<file path="config.mk">
export PLATFORM = sky130hd
export DESIGN_NAME = address_string_format_detect_core
export DESIGN_NICKNAME = d
export VERILOG_FILES = /design/src/rtl/core/asfd_pkg.sv /design/src/rtl/core/asfd_front.sv /design/src/rtl/core/asfd_queue.sv /design/src/rtl/core/asfd_back.sv /design/src/rtl/core/address_string_format_detect_core.sv
export SDC_FILE = /design/constraint.sdc
export NUM_CORES = 1
export LEC_CHECK = 0
export BUFFER_PORTS_ARGS = -buffer_cell sky130_fd_sc_hd__buf_2
export CORE_MARGIN = 4
export CORE_UTILIZATION = 50
export DETAILED_ROUTE_END_ITERATION = 10
export GPL_TIMING_DRIVEN = 0
export MAX_ROUTING_LAYER = met4
export PLACE_DENSITY = 0.67
export REMOVE_ABC_BUFFERS = 1
export SETUP_SLACK_MARGIN = 0.15
export SLEW_MARGIN = 20
export SYNTH_ARGS = -nofsm -noshare
export SYNTH_HDL_FRONTEND = slang
export SYNTH_HIERARCHICAL = 1
export SYNTH_SLANG_ARGS = --single-unit
</file>
<file path="constraint.sdc">
create_clock -name clk -period 8 [get_ports clk]
set_input_delay 2.4 -clock clk [delete_from_list [all_inputs] [get_ports clk]]
set_output_delay 2.4 -clock clk [all_outputs]
set_load 0.05 [all_outputs]
</file>
<file path="src/rtl/core/asfd_pkg.sv">
// asfd_pkg: shared types and constants of the address string format detector
// holds the character class word, the format codes and the default sizes
// no dependencies

package asfd_pkg;

  // default counter saturation value and queue depth
  localparam int COUNT_MAX_DEF   = 255;
  localparam int QUEUE_DEPTH_DEF = 4;

  // character codes the front looks for
  localparam logic [7:0] CH_DOT       = 8'h2E;
  localparam logic [7:0] CH_COLON     = 8'h3A;
  localparam logic [7:0] CH_BACKSLASH = 8'h5C;
  localparam logic [7:0] CH_BRACKET   = 8'h5B;
  localparam logic [7:0] CH_LOWER_X   = 8'h78;

  // length and count limits of the rules
  localparam int LEN_BASE85   = 20;
  localparam int LEN_IFINET6  = 32;
  localparam int LEN_IPV4_MIN = 7;
  localparam int LEN_IPV4_MAX = 15;
  localparam int LEN_PREFIX   = 3;
  localparam int DOTS_IPV4    = 3;
  localparam int MAC_LEN_MIN  = 11;
  localparam int MAC_LEN_MAX  = 17;
  localparam int MAC_HEX_MIN  = 6;
  localparam int MAC_HEX_MAX  = 12;
  localparam int MAC_COLONS   = 5;
  localparam int EUI_LEN_MIN  = 15;
  localparam int EUI_LEN_MAX  = 23;
  localparam int EUI_HEX_MIN  = 8;
  localparam int EUI_HEX_MAX  = 16;
  localparam int EUI_COLONS   = 7;

  // format codes of a result word
  typedef enum logic [2:0] {
    FMT_NONE       = 3'd0,
    FMT_BASE85     = 3'd1,
    FMT_IPV4       = 3'd2,
    FMT_BITSTRING  = 3'd3,
    FMT_IFINET6    = 3'd4,
    FMT_MAC        = 3'd5,
    FMT_REVNIBBLES = 3'd6,
    FMT_IPV6       = 3'd7
  } fmt_t;

  // one classified word passed from front to back
  typedef struct packed {
    logic       eos;
    logic       is_dot;
    logic       is_colon;
    logic       is_dec;
    logic       is_hex;
    logic [2:0] lead;   // lead[i]: character equals prefix character i
  } char_class_t;

endpackage

</file>
<file path="src/rtl/core/asfd_front.sv">
// asfd_front: classifies each incoming character into a class word
// depends on asfd_pkg

module asfd_front
  import asfd_pkg::*;
(
  input  logic        in_valid,
  output logic        in_ready,
  input  logic [7:0]  ch,
  input  logic        end_of_string,
  output logic        q_valid,
  input  logic        q_ready,
  output char_class_t q_data
);

  logic dec;

  // digit classes
  assign dec = (ch >= 8'h30) && (ch <= 8'h39);

  // class word, terminator words carry no dot, colon or digit class; the lead bits still follow ch
  always_comb begin
    q_data.eos      = end_of_string;
    q_data.is_dot   = !end_of_string && (ch == CH_DOT);
    q_data.is_colon = !end_of_string && (ch == CH_COLON);
    q_data.is_dec   = !end_of_string && dec;
    q_data.is_hex   = !end_of_string && (dec || ((ch >= 8'h41) && (ch <= 8'h46)) ||
                                         ((ch >= 8'h61) && (ch <= 8'h66)));
    q_data.lead[0]  = (ch == CH_BACKSLASH);
    q_data.lead[1]  = (ch == CH_BRACKET);
    q_data.lead[2]  = (ch == CH_LOWER_X);
  end

  // handshake passes straight to the queue
  assign q_valid  = in_valid;
  assign in_ready = q_ready;

endmodule

</file>
<file path="src/rtl/core/asfd_queue.sv">
// asfd_queue: short fifo of class words between front and back
// depends on asfd_pkg

module asfd_queue
  import asfd_pkg::*;
#(
  parameter int DEPTH = QUEUE_DEPTH_DEF
) (
  input  logic        clk,
  input  logic        rst,
  input  logic        wr_valid,
  output logic        wr_ready,
  input  char_class_t wr_data,
  output logic        rd_valid,
  input  logic        rd_ready,
  output char_class_t rd_data
);

  localparam int PW = (DEPTH > 1) ? $clog2(DEPTH) : 1;
  localparam int CW = $clog2(DEPTH + 1);

  char_class_t       mem [DEPTH];
  logic [PW-1:0]     wr_ptr;
  logic [PW-1:0]     rd_ptr;
  logic [CW-1:0]     count;
  logic              push;
  logic              pop;

  assign wr_ready = (count != CW'(DEPTH));
  assign rd_valid = (count != '0);
  assign push     = wr_valid && wr_ready;
  assign pop      = rd_valid && rd_ready;
  assign rd_data  = mem[rd_ptr];

  // storage
  always_ff @(posedge clk) begin
    if (push) begin
      mem[wr_ptr] <= wr_data;
    end
  end

  // pointers and fill count
  always_ff @(posedge clk) begin
    if (rst) begin
      wr_ptr <= '0;
      rd_ptr <= '0;
      count  <= '0;
    end else begin
      if (push) begin
        wr_ptr <= (wr_ptr == PW'(DEPTH - 1)) ? '0 : wr_ptr + 1'b1;
      end
      if (pop) begin
        rd_ptr <= (rd_ptr == PW'(DEPTH - 1)) ? '0 : rd_ptr + 1'b1;
      end
      if (push && !pop) begin
        count <= count + 1'b1;
      end else if (pop && !push) begin
        count <= count - 1'b1;
      end
    end
  end

endmodule

</file>
<file path="src/rtl/core/asfd_back.sv">
// asfd_back: per-string counters, rule evaluation and output register
// depends on asfd_pkg

module asfd_back
  import asfd_pkg::*;
#(
  parameter int COUNT_MAX = COUNT_MAX_DEF
) (
  input  logic        clk,
  input  logic        rst,
  input  logic        q_valid,
  output logic        q_ready,
  input  char_class_t q_data,
  output logic        out_valid,
  input  logic        out_ready,
  output logic [2:0]  format_code
);

  localparam int CW = $clog2(COUNT_MAX + 1);
  localparam logic [CW-1:0] CMAX = CW'(COUNT_MAX);

  logic [CW-1:0] char_count;
  logic [CW-1:0] dot_count;
  logic [CW-1:0] colon_count;
  logic [CW-1:0] decimal_count;
  logic [CW-1:0] hex_count;
  logic          prefix_match;
  logic          pop;
  logic          lead_ok;
  fmt_t          code_next;
  fmt_t          code;

  // a character word always pops, a terminator needs room at the output
  assign q_ready = !q_data.eos || !out_valid || out_ready;
  assign pop     = q_valid && q_ready;

  // prefix check on the first three characters
  always_comb begin
    lead_ok = 1'b1;
    if (char_count == CW'(0)) begin
      lead_ok = q_data.lead[0];
    end else if (char_count == CW'(1)) begin
      lead_ok = q_data.lead[1];
    end else if (char_count == CW'(2)) begin
      lead_ok = q_data.lead[2];
    end
  end

  // rules in priority order
  always_comb begin
    priority if (char_count == '0) begin
      code_next = FMT_NONE;
    end else if (char_count == CW'(LEN_BASE85) && dot_count == '0 && colon_count == '0) begin
      code_next = FMT_BASE85;
    end else if (char_count >= CW'(LEN_IPV4_MIN) && char_count <= CW'(LEN_IPV4_MAX) &&
                 dot_count == CW'(DOTS_IPV4) && colon_count == '0 &&
                 decimal_count == hex_count) begin
      code_next = FMT_IPV4;
    end else if (char_count >= CW'(LEN_PREFIX) && prefix_match) begin
      code_next = FMT_BITSTRING;
    end else if (char_count == CW'(LEN_IFINET6) && hex_count == CW'(LEN_IFINET6) &&
                 dot_count == '0 && colon_count == '0) begin
      code_next = FMT_IFINET6;
    end else if (char_count >= CW'(MAC_LEN_MIN) && char_count <= CW'(MAC_LEN_MAX) &&
                 hex_count >= CW'(MAC_HEX_MIN) && hex_count <= CW'(MAC_HEX_MAX) &&
                 dot_count == '0 && colon_count == CW'(MAC_COLONS)) begin
      code_next = FMT_MAC;
    end else if (char_count >= CW'(EUI_LEN_MIN) && char_count <= CW'(EUI_LEN_MAX) &&
                 hex_count >= CW'(EUI_HEX_MIN) && hex_count <= CW'(EUI_HEX_MAX) &&
                 dot_count == '0 && colon_count == CW'(EUI_COLONS)) begin
      code_next = FMT_MAC;
    end else if (colon_count == '0 && dot_count != '0) begin
      code_next = FMT_REVNIBBLES;
    end else if (colon_count != '0 && dot_count <= CW'(DOTS_IPV4)) begin
      code_next = FMT_IPV6;
    end else begin
      code_next = FMT_NONE;
    end
  end

  // saturating counters, cleared by a terminator
  always_ff @(posedge clk) begin
    if (rst) begin
      char_count    <= '0;
      dot_count     <= '0;
      colon_count   <= '0;
      decimal_count <= '0;
      hex_count     <= '0;
      prefix_match  <= 1'b1;
    end else if (pop) begin
      if (q_data.eos) begin
        char_count    <= '0;
        dot_count     <= '0;
        colon_count   <= '0;
        decimal_count <= '0;
        hex_count     <= '0;
        prefix_match  <= 1'b1;
      end else begin
        if (!lead_ok) begin
          prefix_match <= 1'b0;
        end
        if (char_count != CMAX) begin
          char_count <= char_count + 1'b1;
        end
        if (q_data.is_dot && dot_count != CMAX) begin
          dot_count <= dot_count + 1'b1;
        end
        if (q_data.is_colon && colon_count != CMAX) begin
          colon_count <= colon_count + 1'b1;
        end
        if (q_data.is_dec && decimal_count != CMAX) begin
          decimal_count <= decimal_count + 1'b1;
        end
        if (q_data.is_hex && hex_count != CMAX) begin
          hex_count <= hex_count + 1'b1;
        end
      end
    end
  end

  // output register
  always_ff @(posedge clk) begin
    if (rst) begin
      out_valid <= 1'b0;
    end else if (pop && q_data.eos) begin
      out_valid <= 1'b1;
    end else if (out_ready) begin
      out_valid <= 1'b0;
    end
  end

  always_ff @(posedge clk) begin
    if (pop && q_data.eos) begin
      code <= code_next;
    end
  end

  assign format_code = code;

endmodule

</file>
<file path="src/rtl/core/address_string_format_detect_core.sv">
// address_string_format_detect_core: top level of the address string format detector
// instantiates asfd_front, asfd_queue and asfd_back; depends on asfd_pkg
//
//   channel   signals                              direction  word
//   input     in_valid in_ready ch end_of_string   in         one character or terminator
//   output    out_valid out_ready format_code      out        one format code per string
//
// one word is accepted per cycle while the queue has room
// a terminator passes through the queue to the output register; the back retires
// one queued word per cycle, a terminator only while the output register has room
// a stalled output blocks a terminator; earlier characters still reach the counters
// synchronous reset empties the queue, clears the counters and drops out_valid

module address_string_format_detect_core
  import asfd_pkg::*;
#(
  parameter int COUNT_MAX   = COUNT_MAX_DEF,
  parameter int QUEUE_DEPTH = QUEUE_DEPTH_DEF
) (
  input  logic       clk,
  input  logic       rst,
  input  logic       in_valid,
  output logic       in_ready,
  input  logic [7:0] ch,
  input  logic       end_of_string,
  output logic       out_valid,
  input  logic       out_ready,
  output logic [2:0] format_code
);

  logic        f_valid;
  logic        f_ready;
  char_class_t f_data;
  logic        b_valid;
  logic        b_ready;
  char_class_t b_data;

  // character classification
  asfd_front u_front (
    .in_valid      (in_valid),
    .in_ready      (in_ready),
    .ch            (ch),
    .end_of_string (end_of_string),
    .q_valid       (f_valid),
    .q_ready       (f_ready),
    .q_data        (f_data)
  );

  // decoupling queue
  asfd_queue #(
    .DEPTH (QUEUE_DEPTH)
  ) u_queue (
    .clk      (clk),
    .rst      (rst),
    .wr_valid (f_valid),
    .wr_ready (f_ready),
    .wr_data  (f_data),
    .rd_valid (b_valid),
    .rd_ready (b_ready),
    .rd_data  (b_data)
  );

  // counters and rule evaluation
  asfd_back #(
    .COUNT_MAX (COUNT_MAX)
  ) u_back (
    .clk         (clk),
    .rst         (rst),
    .q_valid     (b_valid),
    .q_ready     (b_ready),
    .q_data      (b_data),
    .out_valid   (out_valid),
    .out_ready   (out_ready),
    .format_code (format_code)
  );

endmodule

</file>
==> qor.yml <==
placed_design:
  dpl.hpwl_um: 6140
  gp_congestion: 0.901
  dpl_cell_area_um2: 4540
  io_buffers: 17
drt:
  avgRoutedWirePerCell_um: 15.5
  routed_wirelength_um: 8450
  ant_nets: 0
  via_per_inst: 5.71
  firstDrtPassIters: 4
  vias: 3107
  drc_errors: 0
  drt-initial-drc-count: 167
clock_tree:
  clockRootBuffer: "clkbuf_8"
  clockBufferDepth: 2
  htree_levels: 3
  cts_hold_buf: 0
  cts_setup_buffers: 0
  cts_resized: 0
  path_clk_slew_ps: 90
  clkLatencyLatePin_ps: 350
  cts_buffers: 9
  clock-sinks: 86
  cts_tree: "done"
finish:
  layout_commonest_cell: "dfxtp_1"
  nFillCells: 695
  synthToLayoutAreaGrowth_pct: 8.19
  final_cell_mix: "51 x dfxtp_1, 50 x nor2_1, 35 x edfxtp_1"
  fin_area_um2: 4750
  layout.nets: 468
  antenna-diode-count: 0
  final_layout_size_suffix_gt1_share_pct: 14.8
critical_path:
  slowest_stage: "or3_2"
  crit_type: "in -> reg"
  endpoint: "u_queue/count[2]"
  startpoint: "out_ready"
  critical_path_arrival_ps: 4320
  required_ps: 8280
  r2r_cells: 7
  crit_chain: "buf_2, nand3b_1, o31ai_1, ha_1, inv_1, fa_1, xor2_1, or3_2, a21oi_1"
  reg2reg_to: "u_back/colon_count[7]"
  crit_path_end_kind: "register"
  worst_path_largest_cell_delay_ps: 400
  reg2reg_setup_slack_ps: 4910
  crit_path_start_kind: "input pin"
  cp_max_fo: 4
synth:
  seq_area_frac_synth_pct: 47.2
  synth_seq_cells: 86
  syn_area_um2: 4390
  async_flop_share_pct: 0
  synth_edf_count: 35
  synth_top_area_share_pct: 24.0
  synth_cells: 424
  syn_avg_cell_area_um2: 10.3
  ys_top_cells_by_area: "edfxtp_1 24%, dfxtp_1 23%, ha_1 5.7%"
  yosysTopAreaCell: "edfxtp_1"
  synth_cell_types: 68
  synth_ff_type: "dfxtp_1"
  ys_warn_count: 6
sta:
  fin_setup_tns_ps: 0
  fin_crit_ps: 4040
  finalClockSkew_ps: 9.20
  rsz0062_at_grt: "false"
  tightest_slew_ps: 722
  fmax_ghz: 0.248
  finalSetupViolations: 0
  min_period_over_period_pct: 50.5
  finalMaxSlewViolations: 0
  slew_headroom_pct: 51.4
  hold_viol: 0
floorplanning:
  rows: 33
  die_width_um: 102
  io_pins: 18
  die_area_um2: 10300
  start_util_pct: 52.3
  die_y_um: 102
  coreArea_um2: 8380
job:
  maxCapViolCount: 0
grt:
  grt_pass1_vias: 3068
  grt.busiest_layer: "met2"
  grt_antenna_before_repair: 0
  overflow: 0
  grt_pass1_wl_um: 14600
  grt_max_degree: 19
  use_met2_pct: 29.9
  use_met1_pct: 23.5
  track_usage_pct: 18.6
  use_met3_pct: 3.72
pwr:
  powerDensity_nw_per_um2: 275
  p_leak_nw: 1.77
  ir_drop_mv: 0.189
status:
  outcome: "completed"
min_path:
  hold_class: "reg -> reg"
final cells by class:
class / instances / area [um^2] / area share, %
Multi-Input combinational cell: 300 / 2170 / 45.7
Timing Repair Buffer: 18 / 100 / 2.11
Tap cell: 105 / 131 / 2.77
Clock buffer: 9 / 124 / 2.61
Sequential cell: 86 / 2070 / 43.7
Clock inverter: 7 / 77.6 / 1.63
Inverter: 19 / 71.3 / 1.50
power breakdown:
| group | switching, mW | leakage (nW) | total, mW | internal [mW] |
|---|---|---|---|---|
| sequential | 0.0520 | 0.749 | 0.563 | 0.511 |
| combinational | 0.267 | 0.922 | 0.435 | 0.167 |
| clock | 0.158 | 0.101 | 0.306 | 0.148 |
| total | 0.478 | 1.77 | 1.30 | 0.826 |
cell families (layout without fill, tap and decap cells):
| family | count (synthesis) | count (layout) | synth area share, % |
|---|---|---|---|
| simple gates | 174 | 174 | 22.1 |
| fa+ha+maj | 21 | 21 | 6.16 |
| flops | 86 | 86 | 47.2 |
| buf+inv | 38 | 53 | 3.56 |
| mux | 15 | 15 | 5.79 |
| xor+xnor | 33 | 33 | 6.59 |
| compound gates | 57 | 57 | 8.56 |
routing by layer:
metal  routed length, um  up-vias
met1                4000     1483
met4                 111        0
met5                   0        -
met2                4030       50
met3                 305       10
li1                    -     1564
sequential cells by signal, summed over array words and instances (netlist names), 2 cells and up, named ones only:
register / count
u_queue/mem: 32
u_back/format_code: 3
u_queue/count: 3
u_back/colon_count: 8
u_queue/wr_ptr: 2
u_back/hex_count: 8
u_back/decimal_count: 8
u_back/char_count: 8
u_queue/rd_ptr: 2
u_back/dot_count: 8
per-stage QoR:
step | power, mW | hold slack, ps | cells | worst slack [ps] | utilization (%)
after CTS | 1.32 | 474 | 544 | 3970 | 56.6
after global placement | 0.984 | 444 | 527 | 3010 | 53.9
final | 1.30 | 472 | 544 | 3960 | 56.6
after floorplan | 0.882 | 420 | 405 | 3870 | -
after detailed placement | 1.01 | 445 | 528 | 3580 | 54.2
after global routing | 1.39 | 510 | 544 | 3840 | 56.6
worst min path at each step:
stage,startpoint,to,slack (ps),cells past startpoint
4_1_cts,u_back/prefix_match,u_back/prefix_match,470,1
2_1_floorplan,u_back/prefix_match,u_back/prefix_match,420,1
3_3_place_gp,u_back/prefix_match,u_back/prefix_match,440,1
5_1_grt,u_back/prefix_match,u_back/prefix_match,510,1
3_5_place_dp,u_back/prefix_match,u_back/prefix_match,440,1
6_report,u_back/prefix_match,u_back/prefix_match,470,1
Yosys cell counts, types with 3 or more instances:
master,instances
o21ai_0,11
nand4_1,14
xnor2_1,11
or3_1,8
and4_1,4
mux2i_1,4
nand4b_1,3
o21ai_1,7
mux2_2,3
ha_1,20
edfxtp_1,35
and3_1,7
nor2_1,50
nand2b_1,6
a22o_1,3
dfxtp_1,51
inv_1,18
clkbuf_1,13
and3_2,4
buf_4,3
a21oi_1,18
xor2_1,22
mux4_2,8
nand2_1,20
nor3_1,12
nor4_1,7
nand3_1,16
worst max-delay path: cells and delay by family:
kind / cells / cell delay [ps]
XOR/XNOR: 1 / 160
AO/OA/AOI/OAI: 2 / 320
buffers and inverters: 2 / 170
adder cells (fa/ha/maj): 2 / 660
AND/OR/NAND/NOR: 2 / 600
(Power assumes the default switching activity.)
